===== src/rtl/core/tvab_pkg.sv =====
// Shared types and constants of the transformed-vertex bounding box block.
package tvab_pkg;

   localparam int COORD_BITS = 32;
   localparam int FRAC_BITS  = 16;
   localparam int COEF_BITS  = 32;

   localparam int PROD_BITS = COEF_BITS + COORD_BITS;
   localparam int SUM_BITS  = PROD_BITS + 2;

   localparam int IN_TDATA_BITS  = ((3 * COORD_BITS + 7) / 8) * 8;
   localparam int OUT_TDATA_BITS = ((6 * COORD_BITS + 7) / 8) * 8;

   localparam int CSR_COUNT     = 6;
   localparam int CSR_DATA_BITS = 2 * COEF_BITS;
   localparam int CSR_IDX_BITS  = 3;
   localparam int CSR_ADDR_BITS = CSR_IDX_BITS + 3;

   localparam int Q_DEPTH    = 8;
   localparam int Q_PTR_BITS = 3;
   localparam int Q_CNT_BITS = 4;

   localparam logic [COORD_BITS-1:0] COORD_MAX = {1'b0, {(COORD_BITS-1){1'b1}}};
   localparam logic [COORD_BITS-1:0] COORD_MIN = {1'b1, {(COORD_BITS-1){1'b0}}};

   localparam logic [COEF_BITS-1:0] COEF_ONE  = COEF_BITS'(1) << FRAC_BITS;
   localparam logic [COEF_BITS-1:0] COEF_ZERO = '0;

   // row2_cols23, row2_cols01, row1_cols23, row1_cols01, row0_cols23, row0_cols01
   localparam logic [CSR_COUNT-1:0][CSR_DATA_BITS-1:0] CSR_RESET = {
      {COEF_ZERO, COEF_ONE},  {COEF_ZERO, COEF_ZERO},
      {COEF_ZERO, COEF_ZERO}, {COEF_ONE, COEF_ZERO},
      {COEF_ZERO, COEF_ZERO}, {COEF_ZERO, COEF_ONE}
   };

   // [row][column], column 3 is the translation
   typedef logic [2:0][3:0][COEF_BITS-1:0] coef_mat_type;

   typedef struct packed {
      logic                   last;
      logic [COORD_BITS-1:0]  z;
      logic [COORD_BITS-1:0]  y;
      logic [COORD_BITS-1:0]  x;
   } vtx_type;

   typedef struct packed {
      logic    valid;
      vtx_type data;
   } q_push_type;

   typedef struct packed {
      logic                  empty;
      logic [Q_CNT_BITS-1:0] count;
   } q_stat_type;

   typedef struct packed {
      logic [COORD_BITS-1:0] max_z;
      logic [COORD_BITS-1:0] max_y;
      logic [COORD_BITS-1:0] max_x;
      logic [COORD_BITS-1:0] min_z;
      logic [COORD_BITS-1:0] min_y;
      logic [COORD_BITS-1:0] min_x;
   } box_type;

endpackage


===== src/rtl/core/tvab_back.sv =====
// Running per-axis min/max accumulator and box output register.
module tvab_back (
   input  logic                                 clock,
   input  logic                                 reset,
   input  tvab_pkg::vtx_type                    head,
   input  tvab_pkg::q_stat_type                 q_stat,
   output logic                                 pop,
   output logic                                 rsp_tvalid,
   input  logic                                 rsp_tready,
   output logic [tvab_pkg::OUT_TDATA_BITS-1:0]  rsp_tdata
);
   import tvab_pkg::*;

   box_type run_ff, run_in, upd;
   box_type box_ff, box_in;
   logic    valid_ff, valid_in;

   assign pop        = !q_stat.empty && (!head.last || !valid_ff || rsp_tready);
   assign rsp_tvalid = valid_ff;
   assign rsp_tdata  = OUT_TDATA_BITS'(box_ff);

   always_comb begin
      upd.min_x = ($signed(head.x) < $signed(run_ff.min_x)) ? head.x : run_ff.min_x;
      upd.min_y = ($signed(head.y) < $signed(run_ff.min_y)) ? head.y : run_ff.min_y;
      upd.min_z = ($signed(head.z) < $signed(run_ff.min_z)) ? head.z : run_ff.min_z;
      upd.max_x = ($signed(head.x) > $signed(run_ff.max_x)) ? head.x : run_ff.max_x;
      upd.max_y = ($signed(head.y) > $signed(run_ff.max_y)) ? head.y : run_ff.max_y;
      upd.max_z = ($signed(head.z) > $signed(run_ff.max_z)) ? head.z : run_ff.max_z;

      run_in   = run_ff;
      box_in   = box_ff;
      valid_in = valid_ff && !rsp_tready;
      if (pop) begin
         if (head.last) begin
            box_in   = upd;
            valid_in = 1'b1;
            run_in   = '{COORD_MIN, COORD_MIN, COORD_MIN, COORD_MAX, COORD_MAX, COORD_MAX};
         end else begin
            run_in   = upd;
         end
      end
   end

   always_ff @(posedge clock) begin
      if (reset) begin
         valid_ff <= 1'b0;
         run_ff   <= '{COORD_MIN, COORD_MIN, COORD_MIN, COORD_MAX, COORD_MAX, COORD_MAX};
      end else begin
         valid_ff <= valid_in;
         run_ff   <= run_in;
      end
      box_ff <= box_in;
   end

endmodule


===== config.mk =====
export PLATFORM = sky130hd
export DESIGN_NAME = tvab_back
export DESIGN_NICKNAME = d
export VERILOG_FILES = /design/src/rtl/core/tvab_pkg.sv /design/src/rtl/core/tvab_back.sv
export SDC_FILE = /design/constraint.sdc
export NUM_CORES = 1
export LEC_CHECK = 0
export BUFFER_PORTS_ARGS = -buffer_cell sky130_fd_sc_hd__buf_4
export CORE_ASPECT_RATIO = 0.6
export CORE_MARGIN = 8
export CORE_UTILIZATION = 35
export DETAILED_ROUTE_END_ITERATION = 10
export GPL_TIMING_DRIVEN = 0
export PLACE_DENSITY = 0.61
export SYNTH_ARGS = -nofsm -noshare
export SYNTH_HDL_FRONTEND = slang
export SYNTH_SLANG_ARGS = --single-unit

===== constraint.sdc =====
create_clock -name clock -period 8.95 [get_ports clock]
set_input_delay 0.4475 -clock clock [delete_from_list [all_inputs] [get_ports clock]]
set_output_delay 0.4475 -clock clock [all_outputs]
set_load 0.01 [all_outputs]

Word-level counts from Yosys, hierarchy flattened. Index checks and enable logic that the tools add are counted.

Register bits after elaboration: 385. Output and inout port bits: 194. Word-level logic and storage cells: 37.

Reduce and logical (&&, ||, !) cells: 9. Muxes and demuxes: 9. $lt $le $gt $ge: 6.

Operators with widths (number): 192-bit two-way mux (1); 32-bit two-way mux (6); 32-bit greater-than comparator (3); 32-bit less-than comparator (3); 1-bit logical NOT (4); 1-bit logical AND (2); 1-bit logical OR (2); 1-bit two-way mux (2); 2-bit AND reduction (1).

Longest topological paths before layout. Gate-level depths: netlist of run 1.

Depth after elaboration: 5. Mapped depth: 12. Mapped depth without buffers: 10.

Worst setup path after synthesis of run 1. OpenSTA, ideal clock, no wires.

Path type: in2reg. Start point: input port rsp_tready. End point: register run_ff[100] (netlist bit). Stages: 9. Slack: 2.324 ns. Arrival: 6.509 ns. Path through: nor2b_1 a21o_1 inv_1 and2_1 or2_2 clkbuf_1 a21oi_1 buf_2 a22o_1.

Longest elaborated chain between the ends: 2.

Ends and longest elaborated chain: from (decl) (RTL line tvab_back.sv:9) `input logic rsp_tready,`; 1-bit logical OR (RTL line tvab_back.sv:18) `assign pop = !q_stat.empty && (!head.last || !valid_ff || rsp_tready);`; 1-bit logical AND (RTL line tvab_back.sv:18); to (signal assigned) (RTL line tvab_back.sv:47) `run_ff <= '{COORD_MIN, COORD_MIN, COORD_MIN, COORD_MAX, COORD_MAX, COORD_MAX};`; to (signal assigned) (RTL line tvab_back.sv:50) `run_ff <= run_in;`; to (decl) (RTL line tvab_back.sv:14) `box_type run_ff, run_in, upd;`.

No other way between the ends. A chain may end at the register's enable or synchronous reset.

Final worst setup path of run 1.
Start point: register valid_ff (netlist: rsp_tvalid). End point: register run_ff[164] (netlist bit).

Longest elaborated chain between the ends: 4.

Ends and longest elaborated chain: from (decl) (RTL line tvab_back.sv:16) `logic valid_ff, valid_in;`; from (signal assigned) (RTL line tvab_back.sv:49) `valid_ff <= valid_in;`; 1-bit logical NOT (RTL line tvab_back.sv:18); 1-bit logical OR (2 in series) (RTL line tvab_back.sv:18); 1-bit logical AND (RTL line tvab_back.sv:18).

No other way between the ends.

==> flow_metrics.env, run 1 <==
export IMPL_status="complete, no violations"
export IMPL_die_area_sq_mm=0.0619
export IMPL_route_final_wire_length_mm=57.0
export IMPL_route_detailed_drc=0
export IMPL_grt_max_degree=71
export IMPL_hold_viol_final=0
export IMPL_grt_antenna_before_repair=1
export IMPL_cell_types_with_the_largest_area_share_after_synthesis="sky130_fd_sc_hd__edfxtp_1, sky130_fd_sc_hd__dfxtp_1, sky130_fd_sc_hd__ha_1, sky130_fd_sc_hd__nand2_1, sky130_fd_sc_hd__a22o_1"
export IMPL_flow_area_growth_from_synthesis_pct=24.1
export IMPL_clock_root_cell="sky130_fd_sc_hd__clkbuf_16"
export IMPL_syn_area_per_cell_sq_um=10.6
export IMPL_synthesis_yosys_warnings=0
export IMPL_ffs_w_async_s_r_synth_pct=0
export IMPL_remaining_max_slew_budget_at_the_tightest_pin_pct=37.2
export IMPL_finalMaxSlewViolations=0
export IMPL_finalWeightedCongestion=0.855
export IMPL_tritoncts="yes"
export IMPL_grt_pass1_vias=15000
export IMPL_num_nets_final=2414
export IMPL_cts_buffer_depth=3
export IMPL_global_route_wire_length_before_repair_mm=87.7
export IMPL_grt_use_total_pct=17.8
export IMPL_postSynth_topFlopCell="sky130_fd_sc_hd__dfxtp_1"
export IMPL_cp_max_fo=70
export IMPL_post_cts_hold_buffer_count=0
export IMPL_post_cts_resized=0
export IMPL_fraction_of_final_layout_cells_with_drive_strength_greater_than_1_pct=22.5
export IMPL_cp_required_ns=9.41
export IMPL_die_width_microns=316
export IMPL_numClockSinks=385
export IMPL_overall_via_count_from_detail_route=15000
export IMPL_fmax_mhz=227
export IMPL_critical_path_arrival_ns=4.87
export IMPL_place_port_buffers=294
export IMPL_htreeDepth=2
export IMPL_yosys_area_top_type="sky130_fd_sc_hd__edfxtp_1"
export IMPL_critical_path_max_stage_delay_ns=0.62
export IMPL_wire_per_inst_microns=19.9
export IMPL_end_kind="flop"
export IMPL_netlist_area_sq_mm=0.0189
export IMPL_max_vdd_ir_drop_v=0.000110
export IMPL_r2r_start="rsp_tvalid"
export IMPL_max_cap_violations=0
export IMPL_timing_setup_critical_path_class="flop to flop"
export IMPL_hp_start="head[32]"
export IMPL_critical_path_slowest_stage_cell="sky130_fd_sc_hd__a21oi_1"
export IMPL_final_fill_count=5044
export IMPL_clock_skew_ns=0.0273
export IMPL_drt_initial_drc_count=974
export IMPL_cp_startpoint="rsp_tvalid"
export IMPL_synthesis_instances=1782
export IMPL_io_pins=299
export IMPL_sequential_element_share_of_the_synthesized_area_pct=51.0
export IMPL_antenna_left=0
export IMPL_critPathLaunchType="flop"
export IMPL_netlist_area_leader_share_pct=30.5
export IMPL_route_detailed_vias_per_inst=5.24
export IMPL_final_min_period_over_clock_period_pct=49.3
export IMPL_dp_hpwl_mm=43.1
export IMPL_core_sq_mm=0.0538
export IMPL_height_of_the_chip_microns=196
export IMPL_hold_worst_slack_ns=0.171
export IMPL_synth_enable_flop_cells=192
export IMPL_synth_seq_cells=385
export IMPL_worst_hold_path_type="input port to flop"
export IMPL_rsz_0062_raised_after_global_routing="false"
export IMPL_worst_pin_slew_ns=0.942
export IMPL_syn_num_nets=2076
export IMPL_worst_setup_hold_path_clk_slew_ns=0.06
export IMPL_synthDistinctLibCells=58
export IMPL_initial_utilization_pct=35.1
export IMPL_fin_util_pct=43.6
export IMPL_postCtsSetupBuffers=0
export IMPL_cts_made_buffers=40
export IMPL_detail_route_first_pass_iterations=7
export IMPL_worstSkewPairLatency_ns=0.55
export IMPL_totalNegativeSetupSlack_ns=0
export IMPL_path_cells="nor2b_1 > a21o_1 > inv_1 > and2_4 > buf_16 > or2_2 > clkbuf_1 > a21oi_1 > buf_2 > a22o_1"
export IMPL_power_static_leakage_nw=10.0
export IMPL_setup_viols_final=0
export IMPL_std_cell_rows=66
export IMPL_grt_overflow=0
export IMPL_power_per_cell_area_mw_per_mm2=202
export IMPL_period_minus_slack_ns=4.41
-- routing by layer --
| metal | vias to the layer above | global-route usage (%) | wire length, microns |
|---|---|---|---|
| met1 | 7315 | 26.2 | 28000 |
| met4 | 0 | 3.92 | 1130 |
| met2 | 469 | 26.3 | 23800 |
| li1 | 7176 | - | - |
| met5 | - | 0 | 0 |
| met3 | 74 | 4.06 | 4050 |
-- logic make-up after synthesis --
logic type | share of synthesized area, %
flops | 51.0
fa+ha+maj | 12.5
simple gates | 9.06
compound gates | 17.3
mux | 3.87
buf+inv | 6.22
-- stage by stage --
stage	instance area [sq um]	power, mW	cells	setup slack (ns)
3_3_place_gp	22000	2.96	2790	-1.20
5_1_grt	23400	4.94	2866	4.29
4_1_cts	23400	4.77	2865	4.43
3_5_place_dp	22000	2.97	2792	4.26
2_1_floorplan	18900	2.59	1782	2.32
6_report	23400	4.72	2867	4.54
-- cell usage in the layout, fill, tap and decap left out, types with 3 or more instances in the layout --
cell,instances
sky130_fd_sc_hd__clkbuf_1,43
sky130_fd_sc_hd__a211oi_1,6
sky130_fd_sc_hd__a31oi_1,7
sky130_fd_sc_hd__nand3_1,38
sky130_fd_sc_hd__dfxtp_1,193
sky130_fd_sc_hd__a211o_1,3
sky130_fd_sc_hd__a21o_1,29
sky130_fd_sc_hd__a22o_1,94
sky130_fd_sc_hd__nor3_1,6
sky130_fd_sc_hd__buf_6,3
sky130_fd_sc_hd__nand4_1,37
sky130_fd_sc_hd__buf_2,42
sky130_fd_sc_hd__o21ai_0,156
sky130_fd_sc_hd__ha_1,189
sky130_fd_sc_hd__nand2_1,220
sky130_fd_sc_hd__a21oi_1,71
sky130_fd_sc_hd__clkbuf_8,8
sky130_fd_sc_hd__clkinv_4,4
sky130_fd_sc_hd__nor4_1,10
sky130_fd_sc_hd__nand2b_1,5
sky130_fd_sc_hd__nor2_1,21
sky130_fd_sc_hd__o211ai_1,102
sky130_fd_sc_hd__and2_0,3
sky130_fd_sc_hd__buf_4,301
sky130_fd_sc_hd__inv_1,197
sky130_fd_sc_hd__clkbuf_16,41
sky130_fd_sc_hd__mux2_2,58
sky130_fd_sc_hd__bufinv_16,5
sky130_fd_sc_hd__nor3b_1,3
sky130_fd_sc_hd__mux2_1,6
sky130_fd_sc_hd__nor2b_1,9
sky130_fd_sc_hd__edfxtp_1,192
-- cell type report --
class	instances	area [sq um]	area share, %
clock inverter	16	228	0.971
timing repair buffer	296	2260	9.65
inverter	197	739	3.15
buffer	89	435	1.86
sequential	385	9630	41.1
antenna	2	5.00	0.0214
multi-input combinational	1111	8080	34.5
tap	714	893	3.81
clock buffer	57	1170	4.97
-- critical path: cells and delay by family, from the launching register on --
kind / cells / cell delay, ns
flip-flops: 1 / 0.33
buffers and inverters: 4 / 1.41
AO/OA/AOI/OAI: 3 / 1.34
AND/OR/NAND/NOR: 3 / 1.17
-- cells in the mapped netlist (5+ instances only) --
library cell                 n
sky130_fd_sc_hd__a211oi_1    6
sky130_fd_sc_hd__a21o_1     29
sky130_fd_sc_hd__a21oi_1    71
sky130_fd_sc_hd__a22o_1     94
sky130_fd_sc_hd__a31oi_1     7
sky130_fd_sc_hd__buf_2      42
sky130_fd_sc_hd__buf_4       7
sky130_fd_sc_hd__clkbuf_1   35
sky130_fd_sc_hd__dfxtp_1   193
sky130_fd_sc_hd__edfxtp_1  192
sky130_fd_sc_hd__ha_1      189
sky130_fd_sc_hd__inv_1     197
sky130_fd_sc_hd__mux2_1      6
sky130_fd_sc_hd__mux2_2     58
sky130_fd_sc_hd__nand2_1   220
sky130_fd_sc_hd__nand2b_1    5
sky130_fd_sc_hd__nand3_1    38
sky130_fd_sc_hd__nand4_1    37
sky130_fd_sc_hd__nor2_1     21
sky130_fd_sc_hd__nor2b_1     9
sky130_fd_sc_hd__nor3_1      6
sky130_fd_sc_hd__nor4_1     10
sky130_fd_sc_hd__o211ai_1  102
sky130_fd_sc_hd__o21ai_0   156
-- worst paths after layout --
path / end / slack (ns) / cells past startpoint
hold / removal: run_ff[128] / 0.17 / 2
setup / recovery: run_ff[164] / 4.54 / 10
hold reg to reg: run_ff[100] / 0.47 / 1
setup reg to reg: run_ff[164] / 4.54 / 10
-- where the power goes --
group | internal, mW | total (mW) | switching, mW
Combinational | 0.343 | 0.889 | 0.546
Sequential | 2.00 | 2.05 | 0.0472
Clock | 1.06 | 1.78 | 0.726
-- state kept, by name, indices dropped and copies added (netlist names) --
name and count:
rsp_tvalid 1, rsp_tdata 192, run_ff 192
(Power assumes the default switching activity.)
==> inputs of run 2 (changes only) <==
--- a/config.mk
+++ b/config.mk
@@ -5,13 +5,14 @@
 export SDC_FILE = /design/constraint.sdc
 export NUM_CORES = 1
 export LEC_CHECK = 0
+export ABC_AREA = 1
 export BUFFER_PORTS_ARGS = -buffer_cell sky130_fd_sc_hd__buf_4
 export CORE_ASPECT_RATIO = 0.6
 export CORE_MARGIN = 8
 export CORE_UTILIZATION = 35
 export DETAILED_ROUTE_END_ITERATION = 10
 export GPL_TIMING_DRIVEN = 0
-export PLACE_DENSITY = 0.61
+export PLACE_DENSITY = 0.62
 export SYNTH_ARGS = -nofsm -noshare
 export SYNTH_HDL_FRONTEND = slang
 export SYNTH_SLANG_ARGS = --single-unit
==> constraint.sdc (replaced) <==
create_clock -name clock -period 4 [get_ports clock]
set_input_delay 0.2 -clock clock [delete_from_list [all_inputs] [get_ports clock]]
set_output_delay 0.2 -clock clock [all_outputs]
set_load 0.01 [all_outputs]
==> run 2 against run 1 <==
  * Hold slack lost 0.15 ns
  * Via count is 19% higher
  * Synthesized area rose by 10%
  * Cell count rose by 28%
==> flow_metrics.env, run 2 <==
export IMPL_syn_num_nets=2799
export IMPL_global_route_wire_length_before_repair_mm=99.1
export IMPL_ffs_w_async_s_r_synth_pct=0
export IMPL_grt_overflow=0
export IMPL_yosys_cell_count_top_type="sky130_fd_sc_hd__nand2_1"
export IMPL_rsz_0062_raised_after_global_routing="false"
export IMPL_numClockSinks=385
export IMPL_yosys_area_top_type="sky130_fd_sc_hd__edfxtp_1"
export IMPL_grt_antenna_before_repair=4
export IMPL_fraction_of_final_layout_cells_with_drive_strength_greater_than_1_pct=15.1
export IMPL_area_of_combinational_cells_with_multiple_inputs_sq_mm=0.00900
export IMPL_route_final_wire_length_mm=64.4
export IMPL_height_of_the_chip_microns=205
export IMPL_cts_buffer_depth=3
export IMPL_wire_per_inst_microns=17.5
export IMPL_cellInternalPower_mw=7.64
export IMPL_synth_adder_area_share_pct=11.4
export IMPL_netlist_area_leader_share_pct=27.7
export IMPL_num_nets_final=3164
export IMPL_clock_skew_ns=0.0136
export IMPL_cp_startpoint="rsp_tvalid"
export IMPL_power_static_leakage_nw=11.7
export IMPL_max_cap_violations=0
export IMPL_synthDistinctLibCells=31
export IMPL_htreeDepth=2
export IMPL_remaining_max_slew_budget_at_the_tightest_pin_pct=26.2
export IMPL_cp_max_fo=10
export IMPL_route_detailed_drc=0
export IMPL_fmax_mhz=335
export IMPL_final_design_area_no_fill_sq_mm=0.0256
export IMPL_period_minus_slack_ns=2.98
export IMPL_postCtsSetupBuffers=0
export IMPL_grt_pass1_vias=17000
export IMPL_switching_power_mw=3.49
export IMPL_clock_root_cell="sky130_fd_sc_hd__clkbuf_16"
export IMPL_die_width_microns=331
export IMPL_hp_start="head[6]"
export IMPL_place_port_buffers=293
export IMPL_worst_setup_hold_path_clk_slew_ns=0.07
export IMPL_synthSimpleGateAreaFrac_pct=19.7
export IMPL_post_place_ws_ns=0.912
export IMPL_route_detailed_vias_per_inst=4.87
export IMPL_sequential_element_share_of_the_synthesized_area_pct=46.2
export IMPL_max_vdd_ir_drop_v=0.000230
export IMPL_rrSetupSlack_ns=1.02
export IMPL_detail_route_first_pass_iterations=6
export IMPL_r2r_end="run_ff[188]"
export IMPL_status="complete, no violations"
export IMPL_final_fill_count=5892
export IMPL_critPathLaunchType="flop"
export IMPL_final_cells=3683
export IMPL_drt_initial_drc_count=1519
export IMPL_overall_via_count_from_detail_route=17900
export IMPL_layout_setup_ws_ns=1.02
export IMPL_cts_made_buffers=41
export IMPL_critical_path_arrival_ns=3.46
export IMPL_setup_viols_final=0
export IMPL_layout_cells_most_common="sky130_fd_sc_hd__nand2_1"
export IMPL_worst_pin_slew_ns=1.10
export IMPL_timing_setup_critical_path_class="flop to flop"
export IMPL_power_switching_fraction_pct=31.4
export IMPL_postSynth_topFlopCell="sky130_fd_sc_hd__dfxtp_1"
export IMPL_post_dp_cell_area_sq_mm=0.0241
export IMPL_synth_seq_cells=385
export IMPL_worstSkewPairLatency_ns=0.56
export IMPL_r2r_start="rsp_tvalid"
export IMPL_tritoncts="yes"
export IMPL_core_sq_mm=0.0590
export IMPL_final_cell_mix="sky130_fd_sc_hd__nand2_1, sky130_fd_sc_hd__inv_1, sky130_fd_sc_hd__buf_4, sky130_fd_sc_hd__a21oi_1, sky130_fd_sc_hd__dfxtp_1"
export IMPL_syn_area_per_cell_sq_um=8.31
export IMPL_yosys_top_cells_count="sky130_fd_sc_hd__nand2_1, sky130_fd_sc_hd__inv_1, sky130_fd_sc_hd__a21oi_1"
export IMPL_netlist_area_sq_mm=0.0208
export IMPL_clock_power_share_pct=33.0
export IMPL_power_per_cell_area_mw_per_mm2=435
export IMPL_final_min_period_over_clock_period_pct=74.6
export IMPL_synth_enable_flop_cells=192
export IMPL_synthXorXnorAreaFrac_pct=0
export IMPL_synth_top_family_by_area="simple AND/OR/NAND/NOR gates"
export IMPL_complex_gate_fraction_of_the_synthesized_area_pct=12.2
export IMPL_synthesis_instances=2505
export IMPL_grt_use_total_pct=18.5
export IMPL_std_cell_rows=69
export IMPL_grt_max_degree=38
export IMPL_timing_reg2reg_worst_path_depth=9
export IMPL_synthesis_yosys_warnings=0
export IMPL_seq_power_share_pct=42.4
export IMPL_die_area_sq_mm=0.0678
export IMPL_power_combinational_fraction_pct=24.7
export IMPL_cell_types_with_the_largest_area_share_after_synthesis="sky130_fd_sc_hd__edfxtp_1, sky130_fd_sc_hd__dfxtp_1, sky130_fd_sc_hd__ha_1, sky130_fd_sc_hd__nand2_1, sky130_fd_sc_hd__inv_1"
export IMPL_initial_utilization_pct=35.3
export IMPL_worst_hold_path_type="input port to flop"
export IMPL_dp_hpwl_mm=49.5
export IMPL_flow_area_growth_from_synthesis_pct=22.9
export IMPL_hold_viol_final=0
export IMPL_area_sequential_sq_mm=0.00963
export IMPL_antenna_left=0
export IMPL_muxShareOfSynthArea_pct=0
export IMPL_crit_end="run_ff[188]"
export IMPL_finalWeightedCongestion=0.881
export IMPL_cp_required_ns=4.48
export IMPL_finalMaxSlewViolations=0
export IMPL_end_kind="flop"
export IMPL_io_pins=299
export IMPL_dp_cells=3584
[run 2: cell types whose count changed after synthesis, moves of 93 or more]
cell / delta
sky130_fd_sc_hd__a21oi_1: +208
sky130_fd_sc_hd__a22o_1: -94
sky130_fd_sc_hd__and2_1: +93
sky130_fd_sc_hd__inv_1: +231
sky130_fd_sc_hd__nand2_1: +258
sky130_fd_sc_hd__o211ai_1: -101
[run 2: cells by family after synthesis]
group	after synthesis
simple gates	884
compound gates	500
fa+ha+maj	189
flops	385
buf+inv	547
[run 2: stage by stage]
stage	power [mW]	util, %	hold WS, ns	setup TNS, ns
CTS	11.2	43.4	0.000514	0
detailed placement	7.51	40.9	0.455	0
floorplan	6.47	-	0.393	0
global placement	7.49	40.7	0.450	-353.20
global route	11.8	43.4	0.0144	0
finish	11.1	43.4	0.0256	0
[run 2: worst min path at each step]
| stage | to | slack [ns] | cells past startpoint |
|---|---|---|---|
| 3_3_place_gp | run_ff[14] | 0.45 | 2 |
| 3_5_place_dp | run_ff[154] | 0.46 | 2 |
| 4_1_cts | run_ff[85] | 0.0005 | 3 |
| 2_1_floorplan | run_ff[22] | 0.39 | 2 |
| 6_report | rsp_tdata[6] | 0.03 | 3 |
| 5_1_grt | rsp_tdata[6] | 0.01 | 3 |
[run 2: metal layers]
metal | global-route usage [%] | wire [microns] | part of all wire (%)
met5 | 0 | 13 | 0.020
met4 | 4.28 | 1270 | 2.0
met3 | 3.56 | 4570 | 7.1
met2 | 26.4 | 26000 | 40
met1 | 28.2 | 32500 | 51
[run 2: worst max-delay path: stages, from the launching register on]
cell and delay [ns]:
sky130_fd_sc_hd__dfxtp_1 0.33, sky130_fd_sc_hd__inv_1 0.05, sky130_fd_sc_hd__nor2_2 0.10, sky130_fd_sc_hd__a21oi_2 0.21, sky130_fd_sc_hd__inv_1 0.39, sky130_fd_sc_hd__buf_2 0.46, sky130_fd_sc_hd__buf_2 0.40, sky130_fd_sc_hd__clkbuf_1 0.63
sky130_fd_sc_hd__nand2_1 0.13, sky130_fd_sc_hd__a21oi_1 0.17
[run 2: what timing repair did]
action                                 4_1_cts  5_1_grt
gates resized for setup                      0        0
hold buffers                                24        0
endpoints found under the hold margin       36        0
[run 2: layout make-up]
| class | count | share of cell area, % |
|---|---|---|
| antenna | 2 | 0.0196 |
| buffer | 116 | 2.24 |
| clock buffer | 54 | 4.32 |
| clock inverter | 19 | 0.528 |
| inverter | 431 | 6.34 |
| multi-input combinational | 1573 | 35.2 |
| sequential | 385 | 37.6 |
| tap | 781 | 3.82 |
| timing repair buffer | 322 | 9.92 |
[run 2: power by group through the flow]
stage / registers [mW] / clock network [mW] / logic (mW)
after detailed placement: 4.80 / 0 / 2.71
final: 4.72 / 3.67 / 2.75
after global placement: 4.81 / 0 / 2.68
after CTS: 4.72 / 3.76 / 2.75
after global routing: 4.75 / 3.92 / 3.09
after floorplan: 4.87 / 0 / 1.60
==> inputs of run 3 (changes only) <==
--- a/config.mk
+++ b/config.mk
@@ -12,7 +12,7 @@
 export CORE_UTILIZATION = 35
 export DETAILED_ROUTE_END_ITERATION = 10
 export GPL_TIMING_DRIVEN = 0
-export PLACE_DENSITY = 0.62
+export PLACE_DENSITY = 0.6
 export SYNTH_ARGS = -nofsm -noshare
 export SYNTH_HDL_FRONTEND = slang
 export SYNTH_SLANG_ARGS = --single-unit
==> constraint.sdc (replaced) <==
create_clock -name clock -period 3.05 [get_ports clock]
set_input_delay 0.1525 -clock clock [delete_from_list [all_inputs] [get_ports clock]]
set_output_delay 0.1525 -clock clock [all_outputs]
set_load 0.01 [all_outputs]
==> run 3 against run 2 <==
  * First-iteration DRC count grew 6.4%
  * Non-clock buffer count grew 37
  * Sequential cell count is the same
  * Clock power grew 46%
  * Critical path depth is the same
  * Register-to-register slack lost 0.84 ns
  * Clock-buffer cell count grew 2
  * Routed wire length grew 3.7%
  * Critical endpoint is now run_ff[189]
==> flow_metrics.env, run 3 (synthesis results as in run 2) <==
export IMPL_max_cap_violations=0
export IMPL_report_power_total_mw=15.2
export IMPL_dp_hpwl_mm=51.4
export IMPL_htreeDepth=2
export IMPL_r2r_start="rsp_tvalid"
export IMPL_overall_via_count_from_detail_route=18600
export IMPL_cellInternalPower_mw=10.6
export IMPL_timing_reg2reg_worst_path_depth=9
export IMPL_grt_antenna_before_repair=3
export IMPL_final_min_period_over_clock_period_pct=94.3
export IMPL_finalMaxSlewViolations=0
export IMPL_layout_setup_ws_ns=0.173
export IMPL_cts_made_buffers=41
export IMPL_worst_pin_slew_ns=1.20
export IMPL_worst_hold_path_type="input port to flop"
export IMPL_numClockSinks=385
export IMPL_worst_setup_hold_path_clk_slew_ns=0.06
export IMPL_layout_cells_most_common="sky130_fd_sc_hd__nand2_1"
export IMPL_grt_max_degree=45
export IMPL_met3_usage_pct=3.49
export IMPL_cp_max_fo=10
export IMPL_max_vdd_ir_drop_v=0.000335
export IMPL_drt_initial_drc_count=1616
export IMPL_status="complete, no violations"
export IMPL_post_place_ws_ns=0.0378
export IMPL_grt_overflow=0
export IMPL_height_of_the_chip_microns=205
export IMPL_route_final_wire_length_mm=66.8
export IMPL_die_width_microns=331
export IMPL_global_route_wire_length_before_repair_mm=102
export IMPL_remaining_max_slew_budget_at_the_tightest_pin_pct=19.5
export IMPL_route_detailed_drc=0
export IMPL_period_minus_slack_ns=2.88
export IMPL_end_kind="flop"
export IMPL_holdPathStages=3
export IMPL_worstSkewPairLatency_ns=0.57
export IMPL_seq_power_share_pct=40.7
export IMPL_finalWeightedCongestion=0.907
export IMPL_power_static_leakage_nw=11.9
export IMPL_rrSetupSlack_ns=0.17
export IMPL_totalNegativeSetupSlack_ns=0
export IMPL_fraction_of_final_layout_cells_with_drive_strength_greater_than_1_pct=15.0
export IMPL_critical_path_arrival_ns=3.36
export IMPL_timing_setup_critical_path_class="flop to flop"
export IMPL_cts_buffer_depth=3
export IMPL_num_nets_final=3201
export IMPL_initial_utilization_pct=35.3
export IMPL_clock_skew_ns=0.0190
export IMPL_cp_required_ns=3.54
export IMPL_fmax_mhz=348
export IMPL_critPathLaunchType="flop"
export IMPL_hp_start="head[77]"
export IMPL_antenna_left=0
export IMPL_power_switching_fraction_pct=30.6
export IMPL_power_per_cell_area_mw_per_mm2=582
export IMPL_grtUsageMet2_pct=28.2
export IMPL_holdPathEnd="run_ff[77]"
export IMPL_grt_pass1_vias=17900
export IMPL_io_pins=299
export IMPL_hold_viol_final=0
export IMPL_final_cell_mix="sky130_fd_sc_hd__nand2_1, sky130_fd_sc_hd__inv_1, sky130_fd_sc_hd__buf_4, sky130_fd_sc_hd__a21oi_1"
export IMPL_clock_root_cell="sky130_fd_sc_hd__clkbuf_16"
export IMPL_clock_power_share_pct=35.2
export IMPL_detail_route_first_pass_iterations=5
export IMPL_place_port_buffers=293
export IMPL_die_area_sq_mm=0.0678
export IMPL_postCtsSetupBuffers=0
export IMPL_core_sq_mm=0.0590
export IMPL_top_usage_layer="met2"
export IMPL_route_detailed_vias_per_inst=4.99
export IMPL_grt_use_total_pct=19.0
export IMPL_rsz_0062_raised_after_global_routing="false"
export IMPL_std_cell_rows=69
export IMPL_power_combinational_fraction_pct=24.1
export IMPL_wire_per_inst_microns=17.9
export IMPL_met1_usage_pct=28.1
export IMPL_switching_power_mw=4.65
export IMPL_setup_viols_final=0
export IMPL_flow_area_growth_from_synthesis_pct=25.6
export IMPL_r2r_end="run_ff[189]"
export IMPL_final_fill_count=5747
export IMPL_tritoncts="yes"
[run 3: cell count changes in the layout (fill, tap and decap cells not counted), sizes merged]
| cell | delta |
|---|---|
| bufinv | +5 |
| inv | +2 |
| dlygate4sd3 | +37 |
| clkinvlp | -3 |
| clkbuf | +2 |
| clkinv | -3 |
[run 3: repair_timing]
action                                  in CTS  in global routing
endpoints found under the setup margin       0                  4
hold endpoints to repair                   110                  0
gates resized for setup                      0                  3
hold buffers                                61                  0
[run 3: worst max-delay path, stage by stage (launching register included)]
cell	delay, ns
sky130_fd_sc_hd__dfxtp_2	0.34
sky130_fd_sc_hd__inv_2	0.04
sky130_fd_sc_hd__nor2_4	0.12
sky130_fd_sc_hd__a21oi_4	0.13
sky130_fd_sc_hd__inv_1	0.35
sky130_fd_sc_hd__buf_2	0.46
sky130_fd_sc_hd__buf_2	0.38
sky130_fd_sc_hd__clkbuf_1	0.67
sky130_fd_sc_hd__nand2_1	0.10
sky130_fd_sc_hd__a21oi_1	0.17
[run 3: stage by stage]
stage / instances / hold slack (ns) / cell area [sq um] / utilization (%)
6_report: 3723 / 0.0125 / 26100 / 44.3
5_1_grt: 3723 / 0.00890 / 26100 / 44.3
4_1_cts: 3721 / 0.000359 / 26100 / 44.3
3_5_place_dp: 3584 / 0.455 / 24100 / 40.9
3_3_place_gp: 3579 / 0.448 / 24000 / 40.7
2_1_floorplan: 2505 / 0.328 / 20800 / -
[run 3: area by class of cell]
class,count,area [sq um],area share [%]
clock inverter,20,262,1.00
clock buffer,56,1140,4.38
timing repair buffer,359,2910,11.1
buffer,116,574,2.20
tap,781,977,3.74
inverter,431,1620,6.20
sequential,385,9630,36.8
multi-input combinational,1573,9020,34.5
antenna,2,5.00,0.0191
[run 3: worst max path at each step]
| stage | start | end | slack, ns | cells past startpoint |
|---|---|---|---|---|
| CTS | rsp_tvalid | run_ff[189] | 0.06 | 9 |
| floorplan | rsp_tvalid | rsp_tdata[0] | -0.90 | 5 |
| global placement | rsp_tvalid | rsp_tdata[7] | -2.61 | 5 |
| global route | run_ff[51] | rsp_tdata[58] | 0.002 | 13 |
| finish | rsp_tvalid | run_ff[189] | 0.17 | 9 |
| detailed placement | rsp_tvalid | run_ff[187] | 0.04 | 9 |
[run 3: layer usage]
metal  vias to the layer above  wire length (microns)
met2                       653                  28100
li1                       9128                      -
met1                      8709                  32200
met5                         -                      0
met3                        99                   5040
met4                         0                   1500
[run 3: power by group through the flow]
stage / clock [mW] / combinational [mW] / sequential (mW)
after floorplan: 0 / 2.11 / 6.38
after global placement: 0 / 3.48 / 6.32
after detailed placement: 0 / 3.58 / 6.30
after CTS: 5.47 / 3.67 / 6.20
after global routing: 5.66 / 4.10 / 6.24
final: 5.35 / 3.67 / 6.20
